File: config.mk
export PLATFORM = sky130hd
export DESIGN_NAME = tsbh_front
export DESIGN_NICKNAME = d
export VERILOG_FILES = /design/src/tsbh_pkg.sv /design/src/tsbh_front.sv
export SDC_FILE = /design/constraint.sdc
export NUM_CORES = 1
export LEC_CHECK = 0
export ABC_CLOCK_PERIOD_IN_PS = 1800
export BUFFER_PORTS_ARGS = -buffer_cell sky130_fd_sc_hd__buf_2
export CAP_MARGIN = 25
export CORE_MARGIN = 2
export CORE_UTILIZATION = 25
export CTS_BUF_LIST = sky130_fd_sc_hd__clkbuf_8
export CTS_CLUSTER_DIAMETER = 40
export CTS_CLUSTER_SIZE = 12
export DETAILED_ROUTE_END_ITERATION = 8
export MAX_ROUTING_LAYER = met4
export SYNTH_ARGS = -nofsm -noshare
export SYNTH_HDL_FRONTEND = slang
export SYNTH_SLANG_ARGS = --single-unit
File: constraint.sdc
create_clock -name i_clk -period 1.8 [get_ports i_clk]
set_input_delay 0.36 -clock i_clk [delete_from_list [all_inputs] [get_ports i_clk]]
set_output_delay 0.36 -clock i_clk [all_outputs]
set_load 0.1 [all_outputs]
File: src/tsbh_pkg.sv
// ----------------------------------------------------------------------------
// tsbh_pkg
// Shared types, command codes and constants for the text statistics core.
// ----------------------------------------------------------------------------
package tsbh_pkg;

    localparam int COUNT_WIDTH_DEF = 32;
    localparam int OUT_WIDTH       = 32;
    localparam int NUM_BINS        = 256;
    localparam int BIN_AW          = 8;
    localparam int QUEUE_DEPTH     = 2;

    // input modes
    localparam logic [1:0] MODE_DATA  = 2'd0;
    localparam logic [1:0] MODE_END   = 2'd1;
    localparam logic [1:0] MODE_READ  = 2'd2;
    localparam logic [1:0] MODE_CLEAR = 2'd3;

    // byte values with special meaning
    localparam logic [7:0] CH_NEWLINE = 8'd10;
    localparam logic [7:0] CH_SPACE   = 8'd32;
    localparam logic [7:0] CH_TAB     = 8'd9;
    localparam logic [7:0] CH_VT      = 8'd11;
    localparam logic [7:0] CH_FF      = 8'd12;
    localparam logic [7:0] CH_CR      = 8'd13;

    // command kinds handed from front to back
    localparam logic [2:0] K_BYTE    = 3'd0;
    localparam logic [2:0] K_NEWLINE = 3'd1;
    localparam logic [2:0] K_END     = 3'd2;
    localparam logic [2:0] K_READ    = 3'd3;
    localparam logic [2:0] K_CLEAR   = 3'd4;

    typedef struct packed {
        logic [1:0] mode;
        logic [7:0] data_byte;
        logic [7:0] bin_index;
    } t_in_word;

    typedef struct packed {
        logic [OUT_WIDTH-1:0] line_count;
        logic [OUT_WIDTH-1:0] word_count;
        logic [OUT_WIDTH-1:0] char_count;
        logic [OUT_WIDTH-1:0] bin_count;
    } t_out_word;

    typedef struct packed {
        logic [2:0]        kind;
        logic              blank;
        logic [BIN_AW-1:0] addr;
    } t_cmd;

endpackage

File: src/tsbh_front.sv
// ----------------------------------------------------------------------------
// tsbh_front
// Decodes incoming words into commands and holds them in a short queue.
// ----------------------------------------------------------------------------
module tsbh_front (
    input  logic              i_clk,
    input  logic              i_rst_n,
    input  logic              push,
    output logic              full,
    input  tsbh_pkg::t_in_word i_item,
    input  logic              i_hold,
    output logic              o_cmd_valid,
    output tsbh_pkg::t_cmd    o_cmd,
    input  logic              i_cmd_pop
);

    localparam int QD  = tsbh_pkg::QUEUE_DEPTH;
    localparam int QAW = (QD > 1) ? $clog2(QD) : 1;
    localparam int QCW = $clog2(QD + 1);

    tsbh_pkg::t_cmd r_q [QD];
    logic [QAW-1:0] r_wptr, r_rptr;
    logic [QCW-1:0] r_count;
    tsbh_pkg::t_cmd w_cmd;
    logic           w_push_acc, w_pop_acc;

    always_comb begin
        w_cmd.addr  = i_item.data_byte;
        w_cmd.blank = (i_item.data_byte == tsbh_pkg::CH_SPACE) ||
                      (i_item.data_byte == tsbh_pkg::CH_TAB)   ||
                      (i_item.data_byte == tsbh_pkg::CH_VT)    ||
                      (i_item.data_byte == tsbh_pkg::CH_FF)    ||
                      (i_item.data_byte == tsbh_pkg::CH_CR);
        case (i_item.mode)
            tsbh_pkg::MODE_DATA: begin
                w_cmd.kind = (i_item.data_byte == tsbh_pkg::CH_NEWLINE) ?
                             tsbh_pkg::K_NEWLINE : tsbh_pkg::K_BYTE;
            end
            tsbh_pkg::MODE_END: begin
                w_cmd.kind = tsbh_pkg::K_END;
            end
            tsbh_pkg::MODE_READ: begin
                w_cmd.kind = tsbh_pkg::K_READ;
                w_cmd.addr = i_item.bin_index;
            end
            default: begin
                w_cmd.kind = tsbh_pkg::K_CLEAR;
            end
        endcase
    end

    assign full        = (r_count == QCW'(QD)) || i_hold;
    assign w_push_acc  = push && !full;
    assign o_cmd_valid = (r_count != '0);
    assign w_pop_acc   = i_cmd_pop && o_cmd_valid;
    assign o_cmd       = r_q[r_rptr];

    always_ff @(posedge i_clk) begin
        if (w_push_acc) begin
            r_q[r_wptr] <= w_cmd;
        end
    end

    always_ff @(posedge i_clk) begin
        if (!i_rst_n) begin
            r_wptr  <= '0;
            r_rptr  <= '0;
            r_count <= '0;
        end else begin
            if (w_push_acc) begin
                r_wptr <= (r_wptr == QAW'(QD - 1)) ? '0 : r_wptr + 1'b1;
            end
            if (w_pop_acc) begin
                r_rptr <= (r_rptr == QAW'(QD - 1)) ? '0 : r_rptr + 1'b1;
            end
            case ({w_push_acc, w_pop_acc})
                2'b10:   r_count <= r_count + 1'b1;
                2'b01:   r_count <= r_count - 1'b1;
                default: r_count <= r_count;
            endcase
        end
    end

endmodule

# After elaboration in Yosys (flattened, before gate mapping)
# Memories as Yosys holds them, arrays and structs flattened. A register that Yosys moved wholly into a read port is not among the register bits.
# Cells that the tools add are included.
# word_totals
ff_bits	4
ram_bits	24
input_bits	23
out_inout_bits	14
memories	1
# memory_table
name	words	width	rd	rd_clocked_by_memory_dff	write_ports	line	rtl
r_q	2	12	1	1	1	tsbh_front.sv:21	tsbh_pkg::t_cmd r_q [QD];
# classes
add_sub_neg	4
n_eq_ne	11
mux	10
n_reduce_logical	11
# ops
op	count
$eq 8x4->1 const B	5
$pmux 3 s3	1
$eq 8x6->1 const B	1
$mux 8	1
$mux 1	7
$eq 2x2->1 const B	3
$logic_or 1x1->1	5
$eq 2x1->1 const B	2
$pmux 2 s2	1
$reduce_bool 2->1	2
$add 1x1->1 const B	2
$add 2x1->2 const B	1
$logic_and 1x1->1	2
$logic_not 2->1	1
$sub 2x1->2 const B	1
$logic_not 1->1	1

# Longest topological paths before layout
# Gate-level depths: netlist (run 1).
# depth
depth_word	6
ltp_mapped	7
depth_no_buf	6

# Least setup slack after synthesis (run 1)
# Ideal clock, no wire load.
# synth_path
kind	register to register
start	reg r_count[0]
end	mem r_q[1][0] in the netlist's numbering (enable)
t_arrival_ns	1.455
t_required_ns	1.420
path_slack_ns	-0.035
stages_incl_launch_ff	5
path_buffers	1
path_cell_list	dfxtp_1 nor2b_1 or3b_1 buf_2 nor2_1
# synth_via
elab_chain_cells	6
# synth_lines
item	line	rtl
start: declaration	tsbh_front.sv:23	logic [QCW-1:0] r_count;
start signal: assignment	tsbh_front.sv:77	2'b10: r_count <= r_count + 1'b1;
start signal: assignment	tsbh_front.sv:78	2'b01: r_count <= r_count - 1'b1;
start signal: assignment	tsbh_front.sv:79	default: r_count <= r_count;
$eq 2x2->1	tsbh_front.sv:52	assign full = (r_count == QCW'(QD)) || i_hold;
$logic_or 1x1->1	tsbh_front.sv:52	
$logic_not 1->1	tsbh_front.sv:53	assign w_push_acc = push && !full;
$logic_and 1x1->1	tsbh_front.sv:53	
$mux 1	tsbh_front.sv:59	if (w_push_acc) begin
$mux 1 (not written as such)	tsbh_front.sv:60	r_q[r_wptr] <= w_cmd;
end: declaration	tsbh_front.sv:21	
# No other way between the ends.

==> flow_summary.ini, run 1 <==
[run_status]
status = completed

[global_route]
grt_start_max_net_pins = 13
grt.overflow.total = 0
grt_first_pass_wirelength_mm = 4.27
grt.total_usage = 0.0975
antenna_found_initial = 0
grt_pass1_vias = 950

[power]
seq_power_share = 0.310
ir_drop_mv = 0.868
power_density_nw_per_um2 = 1530
clockPowerShare = 0.236
internal_power_mw = 1.54
swShare = 0.428
p_sw_mw = 1.16
p_leak_nw = 0.689
combinationalPowerShare = 0.454

[yosys]
synth_compound_area_frac = 0.0267
synth.net_count = 117
synthesis.instances = 90
yosys.area.top_type = edfxtp_1
synthMuxAreaShare = 0.180
synth_top_family_by_area = multiplexers
synth_area_sq_um = 1310
ys_ff_latch = 29
synth-seq-area-share = 0.627
synthTopCellsByArea = edfxtp_1 55%, mux2_2 17%, dfxtp_1 7.6%, ha_1 3.8%, nor2b_1 1.9%
yosysMostFrequentCell = edfxtp_1
synth_area_per_cell_sq_um = 14.6
async_reset_ff_frac = 0
ys.flop_type = edfxtp_1
yosysWarnings = 0
synth_fa_ha_area_frac = 0.0382
synth_cell_types = 25
synthXorXnorAreaFrac = 0.0201
synth_common_cells = 24 x edfxtp_1, 20 x mux2_2, 5 x dfxtp_1, 5 x nor2_1
synth_edf_count = 24
synth_simple_gate_area_frac = 0.0869
synth_top_cell_area_share = 0.550

[worst_hold_path]
min_path_type = in -> reg
min_path_cells = 3
min_from = i_rst_n

[die]
coreArea_sq_um = 5070
die_w_microns = 76.4
die_h_microns = 76.4
dieArea_sq_um = 5840
rows = 26
initial_utilization = 0.258
ios = 37

[clock_tree]
clockRootBuffer = clkbuf_8
clk_latency_ns = 0.28
cts_max_level = 2
cts_setup_buffers = 0
clock_path_buffers = 2
clkSinkCount = 29
cts.clk_slew.worst_paths_ns = 0.06
tritoncts = yes
cts_made_buffers = 5

[finish]
syn_to_final_growth_pct = 34.3
layoutNonFillerInstCount = 206
utilization = 0.347
final_area_sq_um = 1760
n_antenna_cell = 0
drive_above_1_share = 0.522
nets = 162

[setup_path]
rr_startpoint = r_count[1]
worst-path-max-fanout = 12
worst_r2r_path_depth = 5
startpoint_type = register
crit_required_ns = 1.44
criticalPathCategory = reg -> out
critPathArrivalTime_ns = 1.36
worstSetupEndpointType = output pin

[routing]
dr.pass1.iters = 2
routed_via_density = 4.21
drt-total-wl_mm = 2.64
vias = 868
drt.antenna.violating_nets = 0
drc = 0
drt-initial-drc-count = 25
routedWlPerCell_microns = 12.8

[placement]
routabilityCongestion = 0.686
place_area_sq_um = 1600
place_inst = 198
dp_hpwl_mm = 1.92
io_buffers = 36

[timing]
post-route-min-period_ns = 1.72
slew_headroom = 0.677
max_freq_ghz = 0.580
finClkSkew_ns = 0.00423
fin_crit_sh = 0.957
worstMarginPinSlew_ns = 0.487
rsz0062_at_grt = false
drv_slew = 0
setup_viol = 0
finalHoldViolCount = 0

[job]
drv_cap = 0
==> routing by layer <==
metal | share of wire | vias up | GRT usage
li1 | - | 415 | -
met1 | 0.42 | 419 | 0.102
met2 | 0.51 | 30 | 0.167
met3 | 0.069 | 4 | 0.0438
met4 | 0.0080 | 0 | 0.0255
met5 | 0 | - | -
==> cell families after synthesis <==
| kind of cell | count (synthesis) |
|---|---|
| AND/OR/NAND/NOR | 20 |
| adder cells (fa/ha/maj) | 4 |
| multiplexers | 21 |
| flip-flops | 29 |
| AO/OA/AOI/OAI | 6 |
| buffers and inverters | 7 |
| XOR/XNOR | 3 |
==> per-stage QoR <==
step           hold slack (ns)  worst slack, ns  power, mW  TNS, ns
2_1_floorplan            0.451          -0.0351       1.80   -0.842
5_1_grt                  0.366           0.0125       2.80        0
3_3_place_gp             0.457           0.0599       1.98        0
4_1_cts                  0.353           0.0272       2.71        0
6_report                 0.354           0.0773       2.70        0
3_5_place_dp             0.474          -0.0365       2.01  -0.0365
==> final timing paths <==
check / to / slack [ns]
setup / recovery: o_cmd[8] / 0.08
hold / removal: r_wptr / 0.35
setup reg to reg: r_count[1] / 0.08
hold reg to reg: r_wptr / 0.48
==> power groups by stage <==
stage                     sequential [mW]  clock, mW  combinational (mW)
after floorplan                     0.850          0               0.954
after global placement              0.843          0                1.14
after detailed placement            0.848          0                1.16
after CTS                           0.835      0.651                1.22
after global routing                0.842      0.692                1.27
final                               0.836      0.637                1.22
==> state kept, by name (all words and copies together) (netlist names), named ones only <==
name / flops
r_q: 24
r_count: 2
r_rptr: 1
r_wptr: 1
==> layout make-up <==
cell class                 instances  area (sq um)
clock buffer                       5          68.8
multi-input combinational         54           475
tap                               70          87.6
fill                             522          3320
sequential                        29           821
clock inverter                     3          37.5
timing repair buffer              41           254
inverter                           4          15.0
==> critical path, cell delays in order, from the launching register on <==
cell     delay (ns)
dfxtp_1        0.32
buf_6          0.17
mux2_2         0.36
buf_4          0.23
==> cells in the final DEF (no fill, tap or decap) <==
cell,instances
xnor2_1,2
xor2_1,1
o21ai_0,3
buf_2,23
nand4_1,1
clkinv_1,1
o21a_1,1
a21oi_1,1
buf_6,1
mux2i_1,1
a21boi_0,1
nor4bb_1,1
mux2_2,20
buf_4,16
clkbuf_4,1
inv_1,5
nand2_1,2
ha_1,3
ha_4,1
or4_1,1
or3_1,1
or2_2,2
nor2b_1,4
nor3_1,1
bufinv_16,1
nor2_1,5
dfxtp_1,5
nand2b_1,1
clkbuf_8,5
edfxtp_1,24
or3b_4,1
==> repair_timing <==
item	4_1_cts	5_1_grt
endpoints found under the setup margin	13	8
hold buffers	0	0
gates resized for setup	13	3
endpoints found under the hold margin	0	0
Note: power is estimated with default switching activity, not from simulation.
==> run 2, diff against run 1 <==
Settings changed: ABC_AREA set to 1, CORE_MARGIN 2 to 1.5.
==> flow_summary.ini, run 2 <==
[finish]
reg_top3 = r_q (24), r_count (2)
nets = 195
final_common_cell = buf_2
num-fill-cells = 526
final_area_sq_um = 1760
layoutNonFillerInstCount = 239
largest_reg_flops = 24
syn_to_final_growth_pct = 29.3
n_antenna_cell = 0
utilization = 0.340
top_register = r_q
multi_input_area_sq_um = 462
drive_above_1_share = 0.320
final_cell_mix = 27 x buf_2, 24 x nand2_1, 24 x edfxtp_1, 17 x inv_1, 14 x buf_4
seq_area_sq_um = 821

[timing]
worstMarginPinSlew_ns = 0.488
fin_crit_sh = 0.953
fin_ws_ns = 0.0842
max_freq_ghz = 0.583
drv_slew = 0
rsz0062_at_grt = false
setup_viol = 0
post-route-min-period_ns = 1.72
setup-tns-final_ns = 0
holdWs_ns = 0.356
slew_headroom = 0.677
finClkSkew_ns = 0.00331
finalHoldViolCount = 0

[clock_tree]
cts_setup_buffers = 0
cts.clk_slew.worst_paths_ns = 0.06
clk_latency_ns = 0.27
clockRootBuffer = clkbuf_8
cts_made_buffers = 5
clock_path_buffers = 2
cts_max_level = 2
clkSinkCount = 29
tritoncts = yes

[power]
p_leak_nw = 0.774
combinationalPowerShare = 0.325
seq_power_share = 0.420
p_sw_mw = 0.719
ir_drop_mv = 0.291
internal_power_mw = 1.18
power_density_nw_per_um2 = 1080
swShare = 0.378
clockPowerShare = 0.255
finalPower_mw = 1.90

[yosys]
synthTopCellsByArea = edfxtp_1 53%, mux2_1 8.3%, dfxtp_1 7.4%, nand2_1 6.6%, inv_1 4.4%
synth_common_cells = 24 x edfxtp_1, 24 x nand2_1, 16 x inv_1, 13 x nor2_1, 10 x mux2_1
synthesis.instances = 122
async_reset_ff_frac = 0
synth.net_count = 149
synth_cell_types = 20
yosys.area.top_type = edfxtp_1
synth_edf_count = 24
yosysWarnings = 0
ys_ff_latch = 29
synth-seq-area-share = 0.604
ys.flop_type = edfxtp_1
synth_area_per_cell_sq_um = 11.1
synth_top_cell_area_share = 0.530
synth_area_sq_um = 1360

[die]
die_w_microns = 76.7
die_h_microns = 76.7
initial_utilization = 0.263
dieArea_sq_um = 5890
rows = 26
ios = 37
coreArea_sq_um = 5170

[setup_path]
worst_path_largest_cell_delay_ns = 0.35
cp_slowest_cell = mux2_2
crit_required_ns = 1.44
crit_family = buffers and inverters
path_buf_inv = 2
cp_cell_sequence = buf_4, mux2_2, buf_4
criticalPathCategory = reg -> out
startpoint_type = register
worstSetupEndpointType = output pin
rr_startpoint = r_count[0]
path_common_cell = buf_4
critPathArrivalTime_ns = 1.36
worst-path-max-fanout = 9

[global_route]
grt.total_usage = 0.101
grt.overflow.total = 0
antenna_found_initial = 0
grt_first_pass_wirelength_mm = 4.32
grt_start_max_net_pins = 14
grt_pass1_vias = 981

[routing]
drc = 0
dr.pass1.iters = 4
routedWlPerCell_microns = 11.4
drt.antenna.violating_nets = 0
drt-total-wl_mm = 2.72
routed_via_density = 4.05
drt-initial-drc-count = 41
vias = 969

[worst_hold_path]
min_path_type = in -> reg
min_from = i_rst_n

[placement]
place_area_sq_um = 1650
routabilityCongestion = 0.801
pre_cts_ws_ns = 0.305
place_inst = 231
io_buffers = 36
dp_hpwl_mm = 2.10

[job]
drv_cap = 0

[run_status]
status = completed
run 2: area by class of cell:
type / instances / share of cell area
Sequential cell: 29 / 0.467
Multi-Input combinational cell: 74 / 0.263
Timing Repair Buffer: 41 / 0.137
Tap cell: 70 / 0.0499
Clock buffer: 5 / 0.0392
Inverter: 17 / 0.0363
Clock inverter: 3 / 0.00783
run 2: tightest hold or removal path, stage by stage:
cell and delay (ns):
buf_2 0.12, nand2_1 0.06, nor2_1 0.04
run 2: path summary, 6_finish.rpt:
kind | to | slack [ns] | cells past startpoint
worst min-delay path | r_count[1] | 0.36 | 3
worst max register to register | r_count[1] | 0.39 | 9
worst min register to register | r_rptr | 0.51 | 2
worst max-delay path | o_cmd[8] | 0.08 | 3
run 2: logic make-up (layout without fill, tap and decap cells):
| family | count (synthesis) | in the layout | synth area share |
|---|---|---|---|
| flops | 29 | 29 | 0.604 |
| buf+inv | 19 | 66 | 0.0562 |
| mux | 13 | 13 | 0.108 |
| fa+ha+maj | 4 | 4 | 0.0368 |
| simple gates | 46 | 46 | 0.153 |
| compound gates | 11 | 11 | 0.0424 |
run 2: timing repair:
item                       in CTS  in global routing
resized for setup               0                 18
setup endpoints to repair       0                  9
hold buffers                    0                  0
run 2: power by group through the flow:
stage / combinational (mW) / clock [mW] / sequential [mW]
after CTS: 0.608 / 0.504 / 0.799
after floorplan: 0.495 / 0 / 0.809
after global routing: 0.651 / 0.533 / 0.804
after global placement: 0.601 / 0 / 0.813
final: 0.619 / 0.485 / 0.799
after detailed placement: 0.607 / 0 / 0.813
run 2: per-layer routing:
| layer | global-route usage | routed length, microns | up-vias |
|---|---|---|---|
| li1 | - | - | 502 |
| met1 | 0.109 | 1220 | 440 |
| met2 | 0.166 | 1330 | 23 |
| met3 | 0.0238 | 116 | 4 |
| met4 | 0.0667 | 55 | 0 |
| met5 | - | 0 | - |
